$ cat src/hdl/dda_pkg.sv
// Shared types, codes and constants for the styled DDA line rasterizer.
package dda_pkg;

    // Default geometry
    localparam int COORD_BITS_DEF = 10;
    localparam int FRAC_BITS_DEF  = 16;

    // Function codes of an input word
    localparam logic FUNC_START = 1'b0;
    localparam logic FUNC_STEP  = 1'b1;

    // Style codes
    localparam logic [2:0] STYLE_SOLID   = 3'd0;
    localparam logic [2:0] STYLE_DASH    = 3'd1;
    localparam logic [2:0] STYLE_DOT     = 3'd2;
    localparam logic [2:0] STYLE_DASHDOT = 3'd3;
    localparam logic [2:0] STYLE_ERASE   = 3'd4;

    // Palette colors
    localparam logic [3:0] COLOR_WHITE = 4'd15;
    localparam logic [3:0] COLOR_GRAY  = 4'd7;
    localparam logic [3:0] COLOR_BLACK = 4'd0;

    // Pattern counter limits
    localparam logic [3:0] PAT_FIRST      = 4'd1;
    localparam logic [3:0] DASH_PERIOD    = 4'd15;
    localparam logic [3:0] DASH_GAP_START = 4'd5;
    localparam logic [3:0] DOT_PERIOD     = 4'd2;
    localparam logic [3:0] DDOT_PERIOD    = 4'd7;
    localparam logic [3:0] DDOT_GAP       = 4'd5;

    // Line setup sequencer
    typedef enum logic [2:0] {
        ST_IDLE,
        ST_XGO,
        ST_XWAIT,
        ST_YGO,
        ST_YWAIT
    } state_t;

endpackage

$ cat src/hdl/dda_div.sv
// Bit-serial restoring divider for the fixed-point per-axis increments.
module dda_div
    import dda_pkg::*;
#(
    parameter int COORD_BITS = COORD_BITS_DEF,
    parameter int FRAC_BITS  = FRAC_BITS_DEF
)
(
    input  logic                  clk,
    input  logic                  rst_n,
    input  logic                  start,
    input  logic [COORD_BITS-1:0] num,
    input  logic [COORD_BITS-1:0] den,
    output logic                  done,
    output logic [FRAC_BITS:0]    quo
);

    localparam int CNT_W = $clog2(FRAC_BITS + 1);

    logic                  busy_reg, busy_next;
    logic                  done_reg, done_next;
    logic [CNT_W-1:0]      cnt_reg, cnt_next;
    logic [COORD_BITS:0]   rem_reg, rem_next;
    logic [FRAC_BITS:0]    quo_reg, quo_next;
    logic [COORD_BITS-1:0] den_reg, den_next;
    logic [COORD_BITS:0]   trial;
    logic [COORD_BITS:0]   dvs;
    logic                  ge;

    // Shared compare-subtract: one quotient bit per cycle, integer bit first
    always_comb
    begin
        dvs   = {1'b0, (start ? den : den_reg)};
        trial = start ? {1'b0, num} : {rem_reg[COORD_BITS-1:0], 1'b0};
        ge    = (trial >= dvs);

        busy_next = busy_reg;
        done_next = 1'b0;
        cnt_next  = cnt_reg;
        rem_next  = rem_reg;
        quo_next  = quo_reg;
        den_next  = den_reg;

        if (start)
        begin
            busy_next = 1'b1;
            cnt_next  = CNT_W'(FRAC_BITS);
            den_next  = den;
            rem_next  = ge ? (trial - dvs) : trial;
            quo_next  = {{FRAC_BITS{1'b0}}, ge};
        end
        else if (busy_reg)
        begin
            rem_next = ge ? (trial - dvs) : trial;
            quo_next = {quo_reg[FRAC_BITS-1:0], ge};
            cnt_next = cnt_reg - 1'b1;
            if (cnt_reg == CNT_W'(1))
            begin
                busy_next = 1'b0;
                done_next = 1'b1;
            end
        end
    end

    // Hold iteration state
    always_ff @(posedge clk or negedge rst_n)
    begin
        if (!rst_n)
        begin
            busy_reg <= 1'b0;
            done_reg <= 1'b0;
            cnt_reg  <= '0;
        end
        else
        begin
            busy_reg <= busy_next;
            done_reg <= done_next;
            cnt_reg  <= cnt_next;
        end
    end

    always_ff @(posedge clk)
    begin
        rem_reg <= rem_next;
        quo_reg <= quo_next;
        den_reg <= den_next;
    end

    assign done = done_reg;
    assign quo  = quo_reg;

endmodule

$ cat src/hdl/dda_pat.sv
// Style decoder: color, draw flag and next pattern count.
module dda_pat
    import dda_pkg::*;
(
    input  logic [2:0] style,
    input  logic [3:0] count,
    output logic [3:0] color,
    output logic       draw,
    output logic [3:0] count_next
);

    // Pick the color for the style
    always_comb
    begin
        unique case (style) inside
            STYLE_DASH, STYLE_DOT, STYLE_DASHDOT: color = COLOR_GRAY;
            STYLE_ERASE:                          color = COLOR_BLACK;
            default:                              color = COLOR_WHITE;
        endcase
    end

    // Decode the on/off pattern and advance the counter
    always_comb
    begin
        unique case (style)
            STYLE_DASH:
            begin
                draw       = (count < DASH_GAP_START);
                count_next = (count >= DASH_PERIOD) ? PAT_FIRST : count + 4'd1;
            end
            STYLE_DOT:
            begin
                draw       = (count < DOT_PERIOD);
                count_next = (count < DOT_PERIOD) ? count + 4'd1 : PAT_FIRST;
            end
            STYLE_DASHDOT:
            begin
                draw       = (count < DDOT_PERIOD) && (count != DDOT_GAP);
                count_next = (count >= DDOT_PERIOD) ? PAT_FIRST : count + 4'd1;
            end
            default:
            begin
                draw       = 1'b1;
                count_next = count;
            end
        endcase
    end

endmodule

$ cat src/hdl/dda_styled_line_rasterizer_core.sv
// Top level of the styled DDA line rasterizer.
//
// Input channel (in_valid/in_stall): func = 0 starts a line from
// (x_start, y_start) to (x_end, y_end) in the given style and yields no
// word; func = 1 asks for the next pixel and yields exactly one word.
// Output channel (out_valid/out_stall): pixel_x, pixel_y, color, draw,
// last and idle. A step with no line in progress yields idle = 1.
// A step word is registered and its pixel shows on the output in the next
// cycle, so pixels stream at one per cycle while out_stall is low.
// A start word runs the per-axis increments through one bit-serial divider,
// x then y, one quotient bit per cycle: the input stalls after a start
// through XGO, XWAIT, YGO and YWAIT, or not at all for a zero-length line.
// When out_stall holds a pixel, in_stall rises and the pending pixel holds
// until taken. Reset clears the line state: no line active, pattern count 1,
// output empty.
module dda_styled_line_rasterizer_core
    import dda_pkg::*;
#(
    parameter int COORD_BITS = COORD_BITS_DEF,
    parameter int FRAC_BITS  = FRAC_BITS_DEF
)
(
    input  logic                  clk,
    input  logic                  rst_n,
    input  logic                  in_valid,
    output logic                  in_stall,
    input  logic                  func,
    input  logic [COORD_BITS-1:0] x_start,
    input  logic [COORD_BITS-1:0] y_start,
    input  logic [COORD_BITS-1:0] x_end,
    input  logic [COORD_BITS-1:0] y_end,
    input  logic [2:0]            style,
    output logic                  out_valid,
    input  logic                  out_stall,
    output logic [COORD_BITS-1:0] pixel_x,
    output logic [COORD_BITS-1:0] pixel_y,
    output logic [3:0]            color,
    output logic                  draw,
    output logic                  last,
    output logic                  idle
);

    localparam int ACC_W = COORD_BITS + FRAC_BITS + 2;

    state_t state_reg, state_next;

    logic signed [ACC_W-1:0] x_acc_reg, x_acc_next;
    logic signed [ACC_W-1:0] y_acc_reg, y_acc_next;
    logic signed [ACC_W-1:0] x_inc_reg, x_inc_next;
    logic signed [ACC_W-1:0] y_inc_reg, y_inc_next;
    logic [COORD_BITS-1:0]   left_reg, left_next;
    logic [COORD_BITS-1:0]   steps_reg, steps_next;
    logic [COORD_BITS-1:0]   x_mag_reg, x_mag_next;
    logic [COORD_BITS-1:0]   y_mag_reg, y_mag_next;
    logic                    x_neg_reg, x_neg_next;
    logic                    y_neg_reg, y_neg_next;
    logic [3:0]              pat_reg, pat_next;
    logic [2:0]              style_reg, style_next;
    logic                    active_reg, active_next;

    logic                    ovalid_reg, ovalid_next;
    logic [COORD_BITS-1:0]   px_reg, px_next;
    logic [COORD_BITS-1:0]   py_reg, py_next;
    logic [3:0]              color_reg, color_next;
    logic                    draw_reg, draw_next;
    logic                    last_reg, last_next;
    logic                    idle_reg, idle_next;

    logic                    in_take;
    logic                    out_take;
    logic signed [COORD_BITS:0] dx, dy;
    logic [COORD_BITS-1:0]   adx, ady;
    logic                    div_start;
    logic [COORD_BITS-1:0]   div_num;
    logic                    div_done;
    logic [FRAC_BITS:0]      div_quo;
    logic signed [ACC_W-1:0] quo_ext;
    logic [3:0]              pat_color;
    logic                    pat_draw;
    logic [3:0]              pat_count_next;

    // Shared increment divider
    dda_div #(
        .COORD_BITS (COORD_BITS),
        .FRAC_BITS  (FRAC_BITS)
    ) u_div (
        .clk   (clk),
        .rst_n (rst_n),
        .start (div_start),
        .num   (div_num),
        .den   (steps_reg),
        .done  (div_done),
        .quo   (div_quo)
    );

    // Style pattern decode
    dda_pat u_pat (
        .style      (style_reg),
        .count      (pat_reg),
        .color      (pat_color),
        .draw       (pat_draw),
        .count_next (pat_count_next)
    );

    // Handshakes
    assign out_take  = ovalid_reg && !out_stall;
    assign in_stall  = (state_reg != ST_IDLE) || (ovalid_reg && out_stall);
    assign in_take   = in_valid && !in_stall;

    // Endpoint deltas and their magnitudes
    assign dx  = $signed({1'b0, x_end}) - $signed({1'b0, x_start});
    assign dy  = $signed({1'b0, y_end}) - $signed({1'b0, y_start});
    assign adx = dx[COORD_BITS] ? COORD_BITS'(-dx) : dx[COORD_BITS-1:0];
    assign ady = dy[COORD_BITS] ? COORD_BITS'(-dy) : dy[COORD_BITS-1:0];

    assign div_start = (state_reg == ST_XGO) || (state_reg == ST_YGO);
    assign div_num   = (state_reg == ST_YGO) ? y_mag_reg : x_mag_reg;
    assign quo_ext   = $signed({{(ACC_W-FRAC_BITS-1){1'b0}}, div_quo});

    // Sequence line setup and pixel stepping
    always_comb
    begin
        state_next  = state_reg;
        x_acc_next  = x_acc_reg;
        y_acc_next  = y_acc_reg;
        x_inc_next  = x_inc_reg;
        y_inc_next  = y_inc_reg;
        left_next   = left_reg;
        steps_next  = steps_reg;
        x_mag_next  = x_mag_reg;
        y_mag_next  = y_mag_reg;
        x_neg_next  = x_neg_reg;
        y_neg_next  = y_neg_reg;
        pat_next    = pat_reg;
        style_next  = style_reg;
        active_next = active_reg;

        ovalid_next = out_take ? 1'b0 : ovalid_reg;
        px_next     = px_reg;
        py_next     = py_reg;
        color_next  = color_reg;
        draw_next   = draw_reg;
        last_next   = last_reg;
        idle_next   = idle_reg;

        unique case (state_reg)
            ST_IDLE:
            begin
                if (in_take && (func == FUNC_START))
                begin
                    // Load a new line, dropping any old one
                    x_acc_next  = $signed({2'b00, x_start, {FRAC_BITS{1'b0}}});
                    y_acc_next  = $signed({2'b00, y_start, {FRAC_BITS{1'b0}}});
                    x_inc_next  = '0;
                    y_inc_next  = '0;
                    x_mag_next  = adx;
                    y_mag_next  = ady;
                    x_neg_next  = dx[COORD_BITS];
                    y_neg_next  = dy[COORD_BITS];
                    steps_next  = (adx > ady) ? adx : ady;
                    left_next   = (adx > ady) ? adx : ady;
                    pat_next    = PAT_FIRST;
                    style_next  = style;
                    active_next = 1'b1;
                    if ((adx != '0) || (ady != '0))
                    begin
                        state_next = ST_XGO;
                    end
                end
                else if (in_take)
                begin
                    // Emit one pixel word
                    ovalid_next = 1'b1;
                    if (!active_reg)
                    begin
                        px_next    = '0;
                        py_next    = '0;
                        color_next = COLOR_BLACK;
                        draw_next  = 1'b0;
                        last_next  = 1'b0;
                        idle_next  = 1'b1;
                    end
                    else
                    begin
                        px_next    = x_acc_reg[FRAC_BITS +: COORD_BITS];
                        py_next    = y_acc_reg[FRAC_BITS +: COORD_BITS];
                        color_next = pat_color;
                        draw_next  = pat_draw;
                        idle_next  = 1'b0;
                        pat_next   = pat_count_next;
                        if (left_reg == '0)
                        begin
                            last_next   = 1'b1;
                            active_next = 1'b0;
                        end
                        else
                        begin
                            last_next  = 1'b0;
                            left_next  = left_reg - 1'b1;
                            x_acc_next = x_acc_reg + x_inc_reg;
                            y_acc_next = y_acc_reg + y_inc_reg;
                        end
                    end
                end
            end
            ST_XGO:
            begin
                state_next = ST_XWAIT;
            end
            ST_XWAIT:
            begin
                if (div_done)
                begin
                    x_inc_next = x_neg_reg ? -quo_ext : quo_ext;
                    state_next = ST_YGO;
                end
            end
            ST_YGO:
            begin
                state_next = ST_YWAIT;
            end
            ST_YWAIT:
            begin
                if (div_done)
                begin
                    y_inc_next = y_neg_reg ? -quo_ext : quo_ext;
                    state_next = ST_IDLE;
                end
            end
            default:
            begin
                state_next = ST_IDLE;
            end
        endcase
    end

    // Hold sequencer and line state
    always_ff @(posedge clk or negedge rst_n)
    begin
        if (!rst_n)
        begin
            state_reg  <= ST_IDLE;
            x_acc_reg  <= '0;
            y_acc_reg  <= '0;
            x_inc_reg  <= '0;
            y_inc_reg  <= '0;
            left_reg   <= '0;
            pat_reg    <= PAT_FIRST;
            style_reg  <= STYLE_SOLID;
            active_reg <= 1'b0;
            ovalid_reg <= 1'b0;
        end
        else
        begin
            state_reg  <= state_next;
            x_acc_reg  <= x_acc_next;
            y_acc_reg  <= y_acc_next;
            x_inc_reg  <= x_inc_next;
            y_inc_reg  <= y_inc_next;
            left_reg   <= left_next;
            pat_reg    <= pat_next;
            style_reg  <= style_next;
            active_reg <= active_next;
            ovalid_reg <= ovalid_next;
        end
    end

    // Hold setup operands and the output word
    always_ff @(posedge clk)
    begin
        steps_reg <= steps_next;
        x_mag_reg <= x_mag_next;
        y_mag_reg <= y_mag_next;
        x_neg_reg <= x_neg_next;
        y_neg_reg <= y_neg_next;
        px_reg    <= px_next;
        py_reg    <= py_next;
        color_reg <= color_next;
        draw_reg  <= draw_next;
        last_reg  <= last_next;
        idle_reg  <= idle_next;
    end

    assign out_valid = ovalid_reg;
    assign pixel_x   = px_reg;
    assign pixel_y   = py_reg;
    assign color     = color_reg;
    assign draw      = draw_reg;
    assign last      = last_reg;
    assign idle      = idle_reg;

endmodule

$ cat config.mk
export PLATFORM = sky130hd
export DESIGN_NAME = dda_styled_line_rasterizer_core
export DESIGN_NICKNAME = d
export VERILOG_FILES = /design/src/hdl/dda_pkg.sv /design/src/hdl/dda_div.sv /design/src/hdl/dda_pat.sv /design/src/hdl/dda_styled_line_rasterizer_core.sv
export SDC_FILE = /design/constraint.sdc
export NUM_CORES = 1
export LEC_CHECK = 0
export BUFFER_PORTS_ARGS = -buffer_cell sky130_fd_sc_hd__buf_2
export CAP_MARGIN = 15
export CORE_MARGIN = 2
export CORE_UTILIZATION = 55
export CTS_BUF_LIST = sky130_fd_sc_hd__clkbuf_16
export DETAILED_ROUTE_END_ITERATION = 10
export PLACE_DENSITY = 0.71
export SYNTH_ARGS = -nofsm -noshare
export SYNTH_HDL_FRONTEND = slang
export SYNTH_HIERARCHICAL = 1
export SYNTH_SLANG_ARGS = --single-unit
$ cat constraint.sdc
create_clock -name clk -period 4.44 [get_ports clk]
set_input_delay 0.888 -clock clk [delete_from_list [all_inputs] [get_ports clk]]
set_output_delay 0.888 -clock clk [all_outputs]
set_load 0.1 [all_outputs]
Word level (Yosys, flattened, before mapping)
Index checks and enable logic that the tools add are counted.
{"block": "totals", "regBits": 237, "latch_bits": 0, "ramBits": 0, "romBits": 0, "inputBits": 48, "output_inout_bits": 29, "word_cells": 155, "memories": 0}
{"block": "op_classes", "addsub": 11, "mul": 0, "div": 0, "magnitude_cmp": 7, "eq_ne": 15, "shifts": 0, "muxes": 62, "n_bitwise": 2, "n_reduce_logical": 30}
{"op": "2-to-1 mux 28 bit", "n": 13}
{"op": "2-to-1 mux 10 bit", "n": 12}
{"op": "case mux 28 bit (2 select lines)", "n": 2}
{"op": "adder 28 bit", "n": 2}
{"op": "negation 17 -> 28 bit", "n": 1}
{"op": "2-to-1 mux 4 bit", "n": 6}
{"op": "subtractor 10 x 10 -> 11 bit", "n": 2}
{"op": "negation 10 bit", "n": 2}
{"op": "nonzero test 10 bit", "n": 2}
{"op": "2-to-1 mux 1 bit", "n": 18}
{"op": "case mux 3 bit (5 select lines)", "n": 1}
{"op": "equality test 3 x 2 -> 1 bit, second input constant", "n": 4}
{"op": "2-to-1 mux 3 bit", "n": 4}
{"op": "case mux 4 bit (3 select lines)", "n": 1}
{"op": "AND reduction 4 bit", "n": 3}
{"op": ">= comparator 11 x 10 -> 1 bit", "n": 1}
{"op": "2-to-1 mux 11 bit", "n": 1}
{"op": "greater-than comparator 10 bit", "n": 1}
{"op": "zero test 10 bit", "n": 1}
{"op": "2-to-1 mux 5 bit", "n": 2}
{"op": "nonzero test 2 bit", "n": 5}
{"op": "subtractor 10 x 1 -> 10 bit, second input constant", "n": 1}
{"op": "subtractor 10 bit", "n": 1}
{"op": "AND reduction 3 bit", "n": 3}
{"op": "23 further kinds", "n": 38}

Logic depth before layout (Yosys ltp)
{"block": "depth", "depth_word": 8, "depth_mapped": 25, "ltp_nobuf": 24}

Hierarchy
Netlist, hierarchy kept.
{"mod": "dda_styled_line_rasterizer_core", "n_inst": 1, "cells_each": 1212, "area_each_um2": 11674.9, "seq_area_each_um2": 4926.0}
{"mod": "dda_div", "n_inst": 1, "cells_each": 212, "area_each_um2": 2263.4, "seq_area_each_um2": 1026.0}
{"mod": "dda_pat", "n_inst": 1, "cells_each": 46, "area_each_um2": 339.1, "seq_area_each_um2": 0.0}

Worst setup path after synthesis
No wires, ideal clock.
{"block": "synth_path", "path_kind": "in2reg", "startpoint": "in x_end[0]", "endpoint": "reg steps_reg[8] (data pin)", "setup_ps": 263, "t_arrival_ps": 4877, "required_time_ps": 4177, "path_slack_ps": -700, "path_stages": 21, "n_path_buf": 1, "cell_sequence": "inv_1 > ha_1 > inv_1 > fa_1 > xnor2_1 > and3_1 > nor3b_2 > or3b_1 > o31ai_2 > xnor2_1 > xnor2_2 > inv_1 > ha_1 > nand4_1 > nor2_1 > o21ai_0 > nand2_1 > nor3_1 > a31oi_1 > clkbuf_1 > mux2_2"}
{"block": "synth_via", "elab_chain_cells": 5}
{"element": "from (decl)", "line": "dda_styled_line_rasterizer_core.sv:30", "text": "input logic [COORD_BITS-1:0] x_end,"}
{"element": "subtractor 10 x 10 -> 11 bit *", "line": "dda_styled_line_rasterizer_core.sv:111", "text": "assign dx = $signed({1'b0, x_end}) - $signed({1'b0, x_start});"}
{"element": "negation 10 bit", "line": "dda_styled_line_rasterizer_core.sv:113", "text": "assign adx = dx[COORD_BITS] ? COORD_BITS'(-dx) : dx[COORD_BITS-1:0];"}
{"element": "2-to-1 mux 10 bit *", "line": "dda_styled_line_rasterizer_core.sv:113"}
{"element": "net adx[9]", "line": "dda_styled_line_rasterizer_core.sv:72", "text": "logic [COORD_BITS-1:0] adx, ady;"}
{"element": "greater-than comparator 10 bit *", "line": "dda_styled_line_rasterizer_core.sv:160", "text": "steps_next = (adx > ady) ? adx : ady;"}
{"element": "2-to-1 mux 10 bit *", "line": "dda_styled_line_rasterizer_core.sv:160"}
{"element": "to (signal assigned)", "line": "dda_styled_line_rasterizer_core.sv:271", "text": "steps_reg <= steps_next;"}
{"element": "to (decl)", "line": "dda_styled_line_rasterizer_core.sv:52", "text": "logic [COORD_BITS-1:0] steps_reg, steps_next;"}
The timed path passes the listed nets; every way through them passes the cells marked *.
A chain may end at the register's enable or synchronous reset.

Worst setup path after layout
{"block": "layout_path", "startpoint": "in x_end[0]", "endpoint": "reg left_reg[7]"}
{"block": "layout_via", "elab_chain_cells": 6}
{"element": "subtractor 10 x 10 -> 11 bit *", "line": "dda_styled_line_rasterizer_core.sv:111"}
{"element": "negation 10 bit", "line": "dda_styled_line_rasterizer_core.sv:113"}
{"element": "2-to-1 mux 10 bit *", "line": "dda_styled_line_rasterizer_core.sv:113"}
{"element": "net adx[9]", "line": "dda_styled_line_rasterizer_core.sv:72"}
{"element": "greater-than comparator 10 bit *", "line": "dda_styled_line_rasterizer_core.sv:161", "text": "left_next = (adx > ady) ? adx : ady;"}
{"element": "2-to-1 mux 10 bit *", "line": "dda_styled_line_rasterizer_core.sv:161"}
{"element": "2-to-1 mux 10 bit *", "line": "dda_styled_line_rasterizer_core.sv:149", "text": "if (in_take && (func == FUNC_START))"}
{"element": "to (signal assigned)", "line": "dda_styled_line_rasterizer_core.sv:260", "text": "left_reg <= left_next;"}
{"element": "to (decl)", "line": "dda_styled_line_rasterizer_core.sv:51", "text": "logic [COORD_BITS-1:0] left_reg, left_next;"}
Marks and branches as above.

==> report_table.html <==
<table>
<tr><th>Metric</th><th>Value</th></tr>
<tr><th colspan="2">Status</th></tr>
<tr><td>Run status</td><td>finished with violations</td></tr>
<tr><td>Violated checks</td><td>setup timing</td></tr>
<tr><th colspan="2">Global routing</th></tr>
<tr><td>Global-route wire length before repair</td><td>58100 um</td></tr>
<tr><td>Overflow left after global routing</td><td>0</td></tr>
<tr><td>All-Layer GR Usage</td><td>a little over a quarter</td></tr>
<tr><td>Initial antenna violation count</td><td>0</td></tr>
<tr><td>Largest net degree at the start of global routing</td><td>95</td></tr>
<tr><td>Via count of the first global-routing pass</td><td>roughly 11000</td></tr>
<tr><th colspan="2">Clocking</th></tr>
<tr><td>Clock latency of the later-clocked register in the worst-skew pair</td><td>~0.53 ns</td></tr>
<tr><td>Clk buf depth</td><td>3</td></tr>
<tr><td>Post-CTS Hold Buffers</td><td>0</td></tr>
<tr><td>Clk sinks</td><td>about 230</td></tr>
<tr><td>Total clock buffers created by CTS</td><td>26</td></tr>
<tr><td>TritonCTS clock tree</td><td>yes</td></tr>
<tr><td>Clock root buffer</td><td>sky130_fd_sc_hd__clkbuf_16</td></tr>
<tr><td>Worst-path clk slew</td><td>0.06 ns</td></tr>
<tr><td>Depth of the CTS H-tree</td><td>1</td></tr>
<tr><th colspan="2">Worst setup path</th></tr>
<tr><td>Worst path buffer plus inverter count</td><td>5</td></tr>
<tr><td>Startpoint class of the critical path</td><td>primary input</td></tr>
<tr><td>Crit Path Category</td><td>primary input to register</td></tr>
<tr><td>Most frequent cell on the critical path</td><td>sky130_fd_sc_hd__xnor2_2</td></tr>
<tr><td>Arrival time of data at the critical path endpoint</td><td>between 4 and 5 ns</td></tr>
<tr><td>Family with the most delay on the worst path</td><td>simple AND/OR/NAND/NOR gates</td></tr>
<tr><td>Register-to-register path setup slack</td><td>~0.53 ns</td></tr>
<tr><td>RR Endpoint</td><td>u_div/rem_reg[9]</td></tr>
<tr><td>Critical-path cell with the highest stage delay</td><td>sky130_fd_sc_hd__or3b_4</td></tr>
<tr><td>Depth of the most critical reg-to-reg path</td><td>11</td></tr>
<tr><td>Worst flop-to-flop path startpoint</td><td>state_reg[0]</td></tr>
<tr><td>Slowest Stage Delay on Critical Path</td><td>0.43 ns</td></tr>
<tr><td>Top fanout value on the critical path</td><td>8</td></tr>
<tr><td>Worst path required time</td><td>4.82 ns</td></tr>
<tr><td>Setup crit end kind</td><td>register</td></tr>
<tr><th colspan="2">STA</th></tr>
<tr><td>Least setup slack across all paths after layout</td><td>-0.127 ns</td></tr>
<tr><td>Final min period</td><td>4.57 ns</td></tr>
<tr><td>Unrepaired setup endpoints after global routing</td><td>true</td></tr>
<tr><td>Finish-stage setup viols</td><td>17</td></tr>
<tr><td>Max-slew violation count</td><td>0</td></tr>
<tr><td>Worst-case clock skew</td><td>0.0131 ns</td></tr>
<tr><td>Worst Max-Slew Pin Slew</td><td>1.14 ns</td></tr>
<tr><td>Worst hold slack</td><td>~0.43 ns</td></tr>
<tr><td>Count of endpoints failing hold in the final timing report</td><td>0</td></tr>
<tr><td>Max Fclk</td><td>around 220 MHz</td></tr>
<tr><td>Final cycle utilization of the critical path</td><td>103%</td></tr>
<tr><td>Worst-case headroom to the max-slew limit</td><td>approximately a quarter</td></tr>
<tr><th colspan="2">Pwr</th></tr>
<tr><td>Power Dens Cells</td><td>~670 mW/mm2</td></tr>
<tr><td>Pwr Total</td><td>approximately 11 mW</td></tr>
<tr><td>Switching portion of total power</td><td>between 40 and 50%</td></tr>
<tr><td>Part of the total power dissipated in sequential elements</td><td>approximately a third</td></tr>
<tr><td>Net switching component of the power</td><td>between 4 and 5 mW</td></tr>
<tr><td>Worst vdd ir</td><td>between 0.0008 and 0.0009 V</td></tr>
<tr><td>Internal power</td><td>roughly 6.5 mW</td></tr>
<tr><td>Leak pwr</td><td>8.02 nW</td></tr>
<tr><td>Combinational share of power</td><td>between 40% and 50%</td></tr>
<tr><td>Clock group share of total power</td><td>a little under a fifth</td></tr>
<tr><th colspan="2">Yosys</th></tr>
<tr><td>Netlist Area Pre-Place</td><td>~0.014 mm2</td></tr>
<tr><td>Synth cell types</td><td>between 90 and 100</td></tr>
<tr><td>Cell count after synthesis</td><td>between 1000 and 1500</td></tr>
<tr><td>Yosys top cell area share</td><td>23.1%</td></tr>
<tr><td>Top FF cell, synth</td><td>sky130_fd_sc_hd__dfrtp_1</td></tr>
<tr><td>Synthesis warning total</td><td>6</td></tr>
<tr><td>Main area contributors after synthesis</td><td>sky130_fd_sc_hd__dfrtp_1, sky130_fd_sc_hd__edfxtp_1, sky130_fd_sc_hd__ha_1, sky130_fd_sc_hd__xor2_1, sky130_fd_sc_hd__o21ai_0</td></tr>
<tr><td>Synthesized netlist net count</td><td>about 1600</td></tr>
<tr><td>Post-synthesis sequential area ratio</td><td>between 40% and 50%</td></tr>
<tr><td>Number of flops mapped to enable cells by yosys</td><td>70</td></tr>
<tr><td>Per-instance average area after synthesis</td><td>9.71 um2</td></tr>
<tr><td>Cell accounting for the most synthesized area</td><td>sky130_fd_sc_hd__dfrtp_1</td></tr>
<tr><td>Number of synthesized register bits</td><td>229</td></tr>
<tr><td>Share of flip-flops with an asynchronous set or reset</td><td>approximately three fifths</td></tr>
<tr><th colspan="2">Worst hold path</th></tr>
<tr><td>Type of the worst min-delay path</td><td>primary input to asynchronous set/reset pin</td></tr>
<tr><th colspan="2">Floorplan</th></tr>
<tr><td>Die Height</td><td>approximately 170 um</td></tr>
<tr><td>Die Footprint</td><td>0.0273 mm2</td></tr>
<tr><td>Number of standard-cell rows in the floorplan</td><td>58</td></tr>
<tr><td>Standard cell core area</td><td>between 0.02 and 0.03 mm2</td></tr>
<tr><td>Initial core utilization</td><td>56.4%</td></tr>
<tr><td>Horizontal die dimension</td><td>between 150 and 200 um</td></tr>
<tr><td>Boundary pin count</td><td>77</td></tr>
<tr><th colspan="2">Final layout</th></tr>
<tr><td>Area grow syn2layout</td><td>17.0%</td></tr>
<tr><td>Final design instance area without fill</td><td>between 0.015 and 0.02 mm2</td></tr>
<tr><td>Ratio of cells with drive above 1 in the final layout</td><td>between 20% and 30%</td></tr>
<tr><td>Filler Cells Inserted</td><td>between 2000 and 2500</td></tr>
<tr><td>Total inserted antenna cells</td><td>0</td></tr>
<tr><td>Nets@finish</td><td>~1800</td></tr>
<tr><th colspan="2">Detailed routing</th></tr>
<tr><td>Post-detailed-route DRC marker count</td><td>0</td></tr>
<tr><td>Length of the first detailed-routing pass in iterations</td><td>5</td></tr>
<tr><td>Via count</td><td>11552</td></tr>
<tr><td>Wire per inst</td><td>roughly 18 um</td></tr>
<tr><td>ANT nets after route</td><td>0</td></tr>
<tr><td>Starting DRC count in detailed routing</td><td>1014</td></tr>
<tr><td>Detailed-route wire length</td><td>36300 um</td></tr>
<tr><td>Via density per instance</td><td>~5.8</td></tr>
<tr><th colspan="2">Placement</th></tr>
<tr><td>Pre-CTS setup slack</td><td>-0.656 ns</td></tr>
<tr><td>Final estimated routing congestion in global placement</td><td>slightly below 0.9</td></tr>
<tr><td>Detailed placement HPWL</td><td>around 27000 um</td></tr>
<tr><td>Number of input and output port buffers inserted</td><td>between 70 and 80</td></tr>
<tr><td>Cell Area, Placed</td><td>~0.016 mm2</td></tr>
<tr><th colspan="2">Job</th></tr>
<tr><td>Max-cap violations</td><td>0</td></tr>
</table>
-- power groups by stage --
stage / Clock (mW) / Combinational (mW) / Sequential [mW]
floorplan: 0 / 3.94 / 3.73
global placement: 0 / 5.23 / 3.62
detailed placement: 0 / 5.40 / 3.64
CTS: 2.06 / 5.46 / 3.61
global route: 2.16 / 6.15 / 3.70
finish: 2.04 / 5.57 / 3.62
-- logic make-up after synthesis --
family | count (synthesis) | share of synthesized area (%)
AND/OR/NAND/NOR | 441 | 15.2
multiplexers | 66 | 4.91
adder cells (fa/ha/maj) | 105 | 9.46
flip-flops | 229 | 41.7
XOR/XNOR | 116 | 7.17
AO/OA/AOI/OAI | 380 | 17.7
buffers and inverters | 133 | 3.92
-- how the worst max path moves through the flow --
| stage | startpoint | to | slack, ns | cells after the start |
|---|---|---|---|---|
| global placement | x_end[0] | steps_reg[3] | -0.54 | 23 |
| global route | x_end[0] | left_reg[5] | -0.29 | 26 |
| floorplan | x_end[0] | steps_reg[3] | -0.33 | 21 |
| finish | x_end[0] | left_reg[7] | -0.13 | 25 |
| detailed placement | x_end[0] | left_reg[4] | -0.66 | 25 |
| CTS | x_end[0] | left_reg[7] | -0.05 | 25 |
-- repair_timing --
| item | in CTS | in global routing |
|---|---|---|
| gates resized for setup | 12 | 18 |
| pin swaps | 14 | 17 |
| setup endpoints to repair | 18 | 20 |
| setup buffers | 4 | 5 |
| cloned | 0 | 0 |
-- worst register-to-register path: stages (launching register included) --
cell                       delay, ns
sky130_fd_sc_hd__dfrtp_1        0.43
sky130_fd_sc_hd__nor2b_4        0.15
sky130_fd_sc_hd__nand2_1        0.40
sky130_fd_sc_hd__mux2_2         0.42
sky130_fd_sc_hd__mux2_2         0.29
sky130_fd_sc_hd__ha_1           0.40
sky130_fd_sc_hd__o21a_1         0.16
sky130_fd_sc_hd__o31ai_1        0.10
sky130_fd_sc_hd__a21oi_1        0.29
sky130_fd_sc_hd__o21a_1         0.58
sky130_fd_sc_hd__o311ai_0       0.36
sky130_fd_sc_hd__o22ai_2        0.17
-- cell usage in the layout (no fill, tap or decap), types with 5 or more instances in the layout --
cell                        synthesis  final
sky130_fd_sc_hd__nor3b_1            5      5
sky130_fd_sc_hd__o21bai_1           7      7
sky130_fd_sc_hd__nand2b_1          13     13
sky130_fd_sc_hd__o21a_1            12     12
sky130_fd_sc_hd__nand3_1           46     46
sky130_fd_sc_hd__and2_1            29     29
sky130_fd_sc_hd__dfxtp_1           26     26
sky130_fd_sc_hd__o31ai_1           15     15
sky130_fd_sc_hd__a22oi_1           17     17
sky130_fd_sc_hd__clkbuf_16          0     27
sky130_fd_sc_hd__mux2_2            24     20
sky130_fd_sc_hd__nor2_2             4      5
sky130_fd_sc_hd__clkinv_2           0      7
sky130_fd_sc_hd__o21ai_0          115    111
sky130_fd_sc_hd__or2_2              5      5
sky130_fd_sc_hd__mux2_4             2      6
sky130_fd_sc_hd__xor2_1            66     66
sky130_fd_sc_hd__edfxtp_1          70     70
sky130_fd_sc_hd__a21oi_1           63     61
sky130_fd_sc_hd__and3_1            13     12
sky130_fd_sc_hd__dfrtp_1          132    132
sky130_fd_sc_hd__a21o_1            52     52
sky130_fd_sc_hd__o21ai_1           12     14
sky130_fd_sc_hd__xnor2_1           49     44
sky130_fd_sc_hd__nor4_1             5      5
sky130_fd_sc_hd__nor2b_1           19     18
sky130_fd_sc_hd__buf_4              2    111
sky130_fd_sc_hd__nor3_1            16     14
sky130_fd_sc_hd__nand2_1          147    144
sky130_fd_sc_hd__a221o_1            5      5
sky130_fd_sc_hd__or3_1             16     16
sky130_fd_sc_hd__nor2_1            89     87
sky130_fd_sc_hd__inv_1             79     83
sky130_fd_sc_hd__nand4_1           10     10
sky130_fd_sc_hd__a211oi_1          13     12
sky130_fd_sc_hd__buf_2             12     73
sky130_fd_sc_hd__mux2i_1           40     36
sky130_fd_sc_hd__xnor2_2            1      6
sky130_fd_sc_hd__a31oi_1           12     11
sky130_fd_sc_hd__ha_1             100     97
-- cells in the mapped netlist, types with 5 or more instances --
master and number:
sky130_fd_sc_hd__nand3_1 46, sky130_fd_sc_hd__nor2b_1 19, sky130_fd_sc_hd__o21bai_1 7, sky130_fd_sc_hd__ha_1 100, sky130_fd_sc_hd__or3_1 16, sky130_fd_sc_hd__a21o_1 52, sky130_fd_sc_hd__o21ai_0 115, sky130_fd_sc_hd__a21oi_1 63
sky130_fd_sc_hd__and3_1 13, sky130_fd_sc_hd__and2_1 29, sky130_fd_sc_hd__a22oi_1 17, sky130_fd_sc_hd__buf_1 5, sky130_fd_sc_hd__clkbuf_1 28, sky130_fd_sc_hd__o31ai_1 15, sky130_fd_sc_hd__nand2_1 147, sky130_fd_sc_hd__nor4_1 5
sky130_fd_sc_hd__a31oi_1 12, sky130_fd_sc_hd__or2_2 5, sky130_fd_sc_hd__buf_6 5, sky130_fd_sc_hd__a211oi_1 13, sky130_fd_sc_hd__o21a_1 12, sky130_fd_sc_hd__mux2_2 24, sky130_fd_sc_hd__xnor2_1 49, sky130_fd_sc_hd__fa_1 5
sky130_fd_sc_hd__nor2_1 89, sky130_fd_sc_hd__edfxtp_1 70, sky130_fd_sc_hd__nor3b_1 5, sky130_fd_sc_hd__nand4_1 10, sky130_fd_sc_hd__mux2i_1 40, sky130_fd_sc_hd__dfrtp_1 132, sky130_fd_sc_hd__nor3_1 16, sky130_fd_sc_hd__nand2b_1 13
sky130_fd_sc_hd__o21ai_1 12, sky130_fd_sc_hd__inv_1 79, sky130_fd_sc_hd__a221o_1 5, sky130_fd_sc_hd__xor2_1 66, sky130_fd_sc_hd__dfxtp_1 26, sky130_fd_sc_hd__buf_2 12
-- layer usage --
metal,track usage (%),part of all wire (%),wire length (um),vias up
met3,4.15,6.4,2310,62
met1,37.9,45,16400,5560
met4,6.17,2.0,731,0
met2,44.1,46,16800,330
li1,-,-,-,5600
met5,0,0,0,-
-- per-stage QoR --
| step | setup TNS [ns] | utilization [%] | cells |
|---|---|---|---|
| after CTS | -0.350 | 65.5 | 1979 |
| after global placement | -9.69 | 62.0 | 1927 |
| final | -1.50 | 65.9 | 1984 |
| after floorplan | -4.22 | - | 1470 |
| after global routing | -4.57 | 65.9 | 1984 |
| after detailed placement | -12.18 | 62.0 | 1927 |
-- area by class of cell --
type / instances / area, um2 / share of cell area, %
multi-input cells: 1108 / 7960 / 47.6
clock buffers: 27 / 676 / 4.05
repair buffers: 188 / 1250 / 7.50
clock inverters: 21 / 134 / 0.802
inverters: 81 / 317 / 1.90
flip-flops and latches: 229 / 5950 / 35.6
well taps: 330 / 413 / 2.47
Power figures use the tool's default switching activity.
